===== src/rtl/isc_pkg.sv =====
// types and constants shared by the insertion sorter
package isc_pkg;

	localparam int DATA_W        = 32;
	localparam int CMP_W         = 9;
	localparam int MAX_ITEMS_DEF = 32;

	localparam logic [CMP_W-1:0] CMP_MAX = '1;

	typedef struct packed {
		logic signed [DATA_W-1:0] value;
		logic                     is_last;
	} in_item_t;

	typedef struct packed {
		logic signed [DATA_W-1:0] sorted_value;
		logic [CMP_W-1:0]         comparisons;
		logic                     overflowed;
		logic                     end_of_list;
	} out_item_t;

endpackage


===== src/rtl/isc_ram.sv =====
// generic single write port ram with registered read
module isc_ram #(
	parameter int WIDTH = 32,
	parameter int DEPTH = 32
) (
	input  logic                                   clk,
	input  logic                                   we,
	input  logic [(DEPTH > 1 ? $clog2(DEPTH) : 1)-1:0] waddr,
	input  logic [WIDTH-1:0]                       wdata,
	input  logic [(DEPTH > 1 ? $clog2(DEPTH) : 1)-1:0] raddr,
	output logic [WIDTH-1:0]                       rdata
);

	logic [WIDTH-1:0] mem_q [DEPTH];

	always_ff @(posedge clk) begin
		if (we) begin
			mem_q[waddr] <= wdata;
		end
		rdata <= mem_q[raddr];
	end

endmodule


===== src/rtl/insertion_sort_with_comparison_count_unit.sv =====
// insertion sorter with comparison count: sequencer around one store ram and one compare
// insert: written straight into an empty store, else one S_CMP step per compare,
// plus S_PUT at entry 0; one ram read/compare/write step per cycle, next item in S_IDLE
// readout after a last beat, per result beat: ram read, output load, handshake
// arst_n clears sequencer, entry count, comparison total and overflow flag
// store contents are not reset; only entries already written are read
module insertion_sort_with_comparison_count_unit
	import isc_pkg::*;
#(
	parameter int MAX_ITEMS = MAX_ITEMS_DEF
) (
	input  logic      clk,
	input  logic      arst_n,
	input  logic      in_valid,
	output logic      in_ready,
	input  in_item_t  in_item,
	output logic      out_valid,
	input  logic      out_ready,
	output out_item_t out_item
);

	localparam int AW = (MAX_ITEMS > 1) ? $clog2(MAX_ITEMS) : 1;
	localparam int CW = $clog2(MAX_ITEMS + 1);
	localparam logic [CW-1:0] FULL = CW'(MAX_ITEMS);

	typedef enum logic [2:0] {
		S_IDLE,
		S_CMP,
		S_PUT,
		S_FETCH,
		S_LOAD,
		S_OUT
	} state_t;

	state_t                   state_q;
	logic [CW-1:0]            count_q;
	logic [CMP_W-1:0]         cmp_q;
	logic                     ovf_q;
	logic                     last_q;
	logic signed [DATA_W-1:0] v_q;
	logic [AW-1:0]            pos_q;
	logic [AW-1:0]            k_q;
	out_item_t                out_q;

	logic                     in_acc;
	logic                     less;
	logic                     fin;
	logic [CMP_W-1:0]         cmp_inc;
	logic                     ram_we;
	logic [AW-1:0]            ram_waddr;
	logic signed [DATA_W-1:0] ram_wdata;
	logic [AW-1:0]            ram_raddr;
	logic signed [DATA_W-1:0] ram_rdata;

	isc_ram #(
		.WIDTH(DATA_W),
		.DEPTH(MAX_ITEMS)
	) u_store (
		.clk   (clk),
		.we    (ram_we),
		.waddr (ram_waddr),
		.wdata (ram_wdata),
		.raddr (ram_raddr),
		.rdata (ram_rdata)
	);

	assign in_ready  = (state_q == S_IDLE);
	assign in_acc    = in_valid && in_ready;
	assign out_valid = (state_q == S_OUT);
	assign out_item  = out_q;

	// equal entry stops the walk, so equal values keep arrival order
	assign less    = v_q < ram_rdata;
	assign fin     = (CW'(k_q) + CW'(1)) == count_q;
	assign cmp_inc = (cmp_q == CMP_MAX) ? cmp_q : cmp_q + CMP_W'(1);

	always_comb begin
		ram_we    = 1'b0;
		ram_waddr = pos_q;
		ram_wdata = v_q;
		unique case (state_q)
			S_IDLE: begin
				ram_we    = in_acc && (count_q == '0);
				ram_waddr = '0;
				ram_wdata = in_item.value;
				ram_raddr = AW'(count_q - CW'(1));
			end
			S_CMP: begin
				ram_we    = 1'b1;
				ram_wdata = less ? ram_rdata : v_q;
				// next entry down, read while this one shifts up
				ram_raddr = pos_q - AW'(2);
			end
			S_PUT: begin
				ram_we    = 1'b1;
				ram_raddr = k_q;
			end
			default: begin
				ram_raddr = k_q;
			end
		endcase
	end

	always_ff @(posedge clk or negedge arst_n) begin
		if (!arst_n) begin
			state_q <= S_IDLE;
			count_q <= '0;
			cmp_q   <= '0;
			ovf_q   <= 1'b0;
			last_q  <= 1'b0;
			v_q     <= '0;
			pos_q   <= '0;
			k_q     <= '0;
			out_q   <= '0;
		end else begin
			unique case (state_q)
				S_IDLE: begin
					if (in_acc) begin
						v_q    <= in_item.value;
						last_q <= in_item.is_last;
						k_q    <= '0;
						if (count_q == FULL) begin
							ovf_q <= 1'b1;
							if (in_item.is_last) begin
								state_q <= S_FETCH;
							end
						end else if (count_q == '0) begin
							count_q <= CW'(1);
							if (in_item.is_last) begin
								state_q <= S_FETCH;
							end
						end else begin
							pos_q   <= count_q[AW-1:0];
							state_q <= S_CMP;
						end
					end
				end
				S_CMP: begin
					cmp_q <= cmp_inc;
					if (less) begin
						pos_q <= pos_q - AW'(1);
						if (pos_q == AW'(1)) begin
							state_q <= S_PUT;
						end
					end else begin
						count_q <= count_q + CW'(1);
						state_q <= last_q ? S_FETCH : S_IDLE;
					end
				end
				S_PUT: begin
					count_q <= count_q + CW'(1);
					state_q <= last_q ? S_FETCH : S_IDLE;
				end
				S_FETCH: begin
					state_q <= S_LOAD;
				end
				S_LOAD: begin
					out_q.sorted_value <= ram_rdata;
					out_q.comparisons  <= fin ? cmp_q : '0;
					out_q.overflowed   <= ovf_q;
					out_q.end_of_list  <= fin;
					state_q            <= S_OUT;
				end
				S_OUT: begin
					if (out_ready) begin
						if (out_q.end_of_list) begin
							count_q <= '0;
							cmp_q   <= '0;
							ovf_q   <= 1'b0;
							state_q <= S_IDLE;
						end else begin
							k_q     <= k_q + AW'(1);
							state_q <= S_FETCH;
						end
					end
				end
				default: begin
					state_q <= S_IDLE;
				end
			endcase
		end
	end

`ifndef NO_ASSERTIONS
	a_no_overlap: assert property (@(posedge clk) disable iff (!arst_n)
		out_valid |-> !in_ready)
		else $error("input taken while a result beat is pending");

	a_count_range: assert property (@(posedge clk) disable iff (!arst_n)
		count_q <= FULL)
		else $error("entry count beyond capacity");

	a_run_clears: assert property (@(posedge clk) disable iff (!arst_n)
		(out_valid && out_ready && out_item.end_of_list)
		|=> (count_q == '0 && cmp_q == '0 && !ovf_q))
		else $error("state not cleared after end of list");

	a_cmp_on_end: assert property (@(posedge clk) disable iff (!arst_n)
		(out_valid && !out_item.end_of_list) |-> (out_item.comparisons == '0))
		else $error("comparison total on a beat that is not the last");
`endif

endmodule


===== config.mk =====
export PLATFORM = sky130hd
export DESIGN_NAME = insertion_sort_with_comparison_count_unit
export DESIGN_NICKNAME = d
export VERILOG_FILES = /design/src/rtl/isc_pkg.sv /design/src/rtl/isc_ram.sv /design/src/rtl/insertion_sort_with_comparison_count_unit.sv
export SDC_FILE = /design/constraint.sdc
export NUM_CORES = 2
export LEC_CHECK = 0
export BUFFER_PORTS_ARGS = -buffer_cell sky130_fd_sc_hd__buf_2
export CORE_AREA = 2 2 326 328
export CTS_CLUSTER_SIZE = 12
export DETAILED_ROUTE_END_ITERATION = 16
export DIE_AREA = 0 0 328 330
export HOLD_SLACK_MARGIN = 0.03
export PLACE_DENSITY_LB_ADDON = 0.08
export REMOVE_ABC_BUFFERS = 1
export SLEW_MARGIN = 20
export SYNTH_ARGS = -nofsm -noshare
export SYNTH_HDL_FRONTEND = slang
export SYNTH_HIERARCHICAL = 1
export SYNTH_SLANG_ARGS = --single-unit

===== constraint.sdc =====
create_clock -name clk -period 6.5 [get_ports clk]
set_input_delay 0.325 -clock clk [delete_from_list [all_inputs] [get_ports clk]]
set_output_delay 0.325 -clock clk [all_outputs]
set_load 0.01 [all_outputs]

Word-level counts from Yosys, hierarchy flattened
Memory sizes are Yosys's and may differ from the RTL's. A register that Yosys moved wholly into a read port is not among the register bits.
Index checks and enable logic that the tools add are counted.
{ "word_totals": {"regBits": 105, "ramBits": 1024, "n_memories": 1, "out_inout_bits": 45, "word_cells": 101} }
{ "classes": {"addsub": 7, "n_eq_ne": 21, "reduce_logical": 16, "order_cmp": 1, "mux": 43} }
{ "memory_table": {"columns": ["name", "words", "width", "read_ports", "rd_ports_with_merged_regs", "wr", "line", "text"], "rows": [
  ["u_store.mem_q", 32, 32, 1, 1, 1, "isc_ram.sv:14", "logic [WIDTH-1:0] mem_q [DEPTH];"]
]} }
{ "op_table": {"columns": ["operator", "count"], "rows": [
  ["$pmux W32 S2", 1],
  ["$mux W5", 8],
  ["$mux W6", 6],
  ["$mux W9", 4],
  ["$lt A32 B32 Y1", 1],
  ["$mux W32", 1],
  ["$pmux W5 S2", 3],
  ["$pmux W6 S4", 1],
  ["$mux W3", 7],
  ["$pmux W3 S6", 1],
  ["$pmux W9 S2", 1],
  ["$ne A2 B2 Y1 const B", 6],
  ["$ne A2 B1 Y1 const B", 5],
  ["$reduce_and A5 Y1", 2],
  ["$sub A5 B1 Y5 const B", 2],
  ["$add A9 B1 Y9 const B", 1],
  ["$eq A9 B9 Y1 const B", 1],
  ["$reduce_and A4 Y1", 2],
  ["$reduce_and A7 Y1", 1],
  ["$add A5 B1 Y6 const B", 1],
  ["$add A6 B1 Y6 const B", 1],
  ["$eq A3 B2 Y1 const B", 2],
  ["$eq A3 B3 Y1 const B", 2],
  ["$eq A6 B6 Y1", 1],
  ["17 further kinds", 27]
]} }

Longest topological paths before layout
{ "depth": {"ltp_word": 6, "mapped_depth": 14} }

Modules after synthesis
The synthesis kept the hierarchy.
{ "modules_own_cells": {"columns": ["module", "cells_per_inst", "area_per_inst_um2", "n_inst"], "rows": [
  ["isc_ram", 2260, 40492.6, 1],
  ["insertion_sort_with_comparison_count_unit", 676, 6289.8, 1]
]} }

Worst setup path after synthesis
No wires, ideal clock.
{ "synth_timing": {"path_kind": "flip-flop to flip-flop", "from": "register state_q[1]", "to": "memory u_store.mem_q[28][0], enable pin", "arrival_time_ps": 3845, "path_stages_with_launch": 11, "path_buffers": 4, "period_less_slack_ps": 4266, "slack_ps": 2234, "path_cell_list": "dfrtp_1 > buf_2 > nor2_1 > and3_1 > buf_2 > buf_1 > nand2_1 > o21ai_0 > or3b_2 > clkbuf_1 > nor2_1"} }
{ "synth_between": {"elab_chain_len": 6} }
{ "synth_rtl": {"columns": ["item", "line", "text"], "rows": [
  ["from (decl)", "insertion_sort_with_comparison_count_unit.sv:35", "state_t state_q;"],
  ["from (signal assigned)", "insertion_sort_with_comparison_count_unit.sv:147", "state_q <= last_q ? S_FETCH : S_IDLE;"],
  ["from (signal assigned)", "insertion_sort_with_comparison_count_unit.sv:152", "state_q <= last_q ? S_FETCH : S_IDLE;"],
  ["$logic_not A3 Y1", "insertion_sort_with_comparison_count_unit.sv:67, insertion_sort_with_comparison_count_unit.sv:81", null],
  ["$logic_and A1 B1 Y1", "insertion_sort_with_comparison_count_unit.sv:68", "assign in_acc = in_valid && in_ready;"],
  ["$logic_and A1 B1 Y1", "insertion_sort_with_comparison_count_unit.sv:83", "ram_we = in_acc && (count_q == '0);"],
  ["$pmux W1 S2 *", "insertion_sort_with_comparison_count_unit.sv:81", "unique case (state_q)"],
  ["named net ram_we", "insertion_sort_with_comparison_count_unit.sv:49", "logic ram_we;"],
  ["$mux W1 *", "isc_ram.sv:17", "if (we) begin"],
  ["$mux W1 (implied by the code) *", "isc_ram.sv:18", "mem_q[waddr] <= wdata;"],
  ["to (decl)", "isc_ram.sv:14", null]
]} }
Mark *: on every way through the listed nets, which the timed path passes. The rest lies on a longest branch.

Final worst setup path
{ "layout_timing": {"from": "register state_q[0]", "to": "memory u_store.mem_q[3][4], enable pin"} }
Same word-level chain as after synthesis.

==> reports/qor.yml <==
yosys_warnings: 6
syn_avg_cell_area_um2: 15.9
critPathCaptureType: "register"
cts_tree: "yes"
dr.pass1.iters: 5
gp_congestion: 0.805
fin_area_mm2: 0.0533
cts_resized: 0
maxCapViolations: 0
clkTransAtPathRegs_ps: 60
rsz0062_at_grt: "false"
grt_pass1_vias: 26549
fin_crit_sh_pct: 74.5
nets: 3161
hold_path_class: "in2reg"
grt_first_pass_wirelength_um: 191000
grt.overflow.total: 0
post_cts_buffers: 0
maxSlewViolCount: 0
grt_max_degree: 110
drcViolationCount: 0
die_w_um: 328
synth_edf_count: 1024
core_region_area_mm2: 0.105
htreeDepth: 3
instances_no_fill: 4580
syn_area_mm2: 0.0468
start_util_pct: 44.7
synth.distinct_cells: 60
skew_ps: 40.6
synthAdderAreaFrac_pct: 1.07
min_period_ps: 4840
synthSimpleGateAreaFrac_pct: 4.63
yosys-top-cells-area: "edfxtp_1 (66%), mux2i_1 (11%), dfrtp_1 (5.6%), a21oi_1 (1.7%), a22oi_1 (1.6%)"
worstPathMaxFanout: 25
clock.fmax_mhz: 207
finalSetupViolations: 0
dieArea_mm2: 0.108
startpoint_type: "register"
critPathArrivalTime_ps: 5210
synth_top_family_by_area: "multiplexers"
drtIter0Drc: 2828
die_h_um: 330
worst_pin_slew_ps: 1170
place_area_mm2: 0.0490
antenna_found_initial: 5
cts_buffers: 119
ys_seq_area_share_pct: 72.7
async_flop_share_pct: 9.04
hold_viol_final: 0
hold_ws_ps: 99.1
drive_gt1_share_pct: 13.8
synth-compound-area-share_pct: 6.95
clock-root-buffer: "clkbuf_16"
worstSkewPairLatency_ps: 730
area_delta_synth_final_pct: 13.8
holdBufCountCts: 35
ys.flop_type: "edfxtp_1"
synth_top_area_cell: "edfxtp_1"
hpwl_um: 79900
drt-total-wl_um: 134000
clock_sinks: 1161
slew_headroom_pct: 21.5
wl_per_cell_um: 29.2
synth_xor_area_share_pct: 0.318
critPathKind: "reg2reg"
rows: 119
outcome: "complete, no violations"
syn_inst: 2936
worst_ep_required_time_ps: 6870
ys_ff_latch: 1161
vias: 26652
track_usage_pct: 24.7
io_pins: 82
dp_cells: 4315
synthDominantCellAreaShare_pct: 65.7
port_buffers: 81
synthMuxAreaShare_pct: 12.0
regToRegSetupSlack_ps: 1660
cts.path.max_buffers: 3
ant_nets: 0
routed_via_density: 5.82
[layer usage]
layer | track usage (%) | vias up | routed length, um
met4 | 7.38 | 2 | 3290
li1 | - | 11757 | -
met2 | 39.2 | 931 | 62400
met5 | 0 | - | 13
met3 | 4.09 | 171 | 8490
met1 | 35.0 | 13791 | 59700
[cells in the mapped netlist (all sizes together), types with 5 or more instances]
cell	instances
a22oi	97
buf	97
a211oi	5
nand3	111
nand4	8
dfrtp	105
xor2	12
mux2	35
clkbuf	73
nand2b	8
nand3b	9
edfxtp	1024
mux2i	520
nor3	46
a221o	34
nor2b	6
inv	44
and3	5
ha	40
or3	8
a31oi	37
nand2	175
dfxtp	32
o21ai	60
xnor2	5
nor2	73
a22o	74
a21oi	156
[flip-flops by register name, indices dropped and copies added (netlist names)]
name and flops:
ovf_q 1, out_item 43, u_store/mem_q 1024, cmp_q 9
v_q 32, last_q 1, k_q 5, state_q 3
count_q 6, pos_q 5, u_store/rdata 32
[area by class of cell]
class	count	area, um^2
Sequential cell	1161	34000
Fill cell	8649	51400
Clock inverter	41	374
Clock buffer	184	3390
Antenna cell	1	2.50
Inverter	44	165
Tap cell	1391	1740
Timing Repair Buffer	197	1540
Multi-Input combinational cell	1561	12000
[metrics by stage]
| stage | util, % | TNS, ps | setup WS [ps] |
|---|---|---|---|
| after floorplan | - | -1570240 | -49070 |
| after global placement | 46.8 | 0 | 1690 |
| after detailed placement | 46.8 | 0 | 1610 |
| after CTS | 50.8 | 0 | 1590 |
| after global routing | 50.9 | 0 | 1350 |
| final | 50.9 | 0 | 1660 |
[worst paths after layout]
check                                   startpoint                             to  cells after the start
max                         state_q[0]$_DFFE_PN0P_  u_store/mem_q[3][4]$_DFFE_PP_                      7
min                                       in_valid         state_q[1]$_DFFE_PN0P_                      3
max reg2reg                 state_q[0]$_DFFE_PN0P_  u_store/mem_q[3][4]$_DFFE_PP_                      7
min reg2reg                out_item[1]$_DFFE_PN0P_        out_item[1]$_DFFE_PN0P_                      2
max in group asynchronous                   arst_n       out_item[27]$_DFFE_PN0P_                      3
min in group asynchronous                   arst_n       out_item[22]$_DFFE_PN0P_                      2
[cell families after synthesis]
| family | Yosys count |
|---|---|
| xor+xnor | 17 |
| flops | 1161 |
| compound gates | 483 |
| mux | 555 |
| simple gates | 466 |
| buf+inv | 214 |
| fa+ha+maj | 40 |
[layout by cell type (no fill, tap or decap), drive strengths merged, types with 34 or more instances in the layout]
master	instances
nand3	111
a22o	74
a221o	34
a22oi	97
inv	45
a31oi	37
nor3	46
buf	162
mux2	35
clkbuf	184
o21ai	60
ha	40
nand2	175
clkinv	34
edfxtp	1024
dlygate4sd3	35
mux2i	520
dfrtp	105
nor2	73
a21oi	156
[critical path: stages, from the launching register on]
cell	delay, ps
dfrtp_1	700
inv_1	440
and3_2	270
nand2_1	50
o21ai_0	730
nand3_1	790
nor2_4	1080
buf_4	450
Power is not shown: default switching activity piles up to over one toggle a cycle in this logic, so the estimate is an artifact.
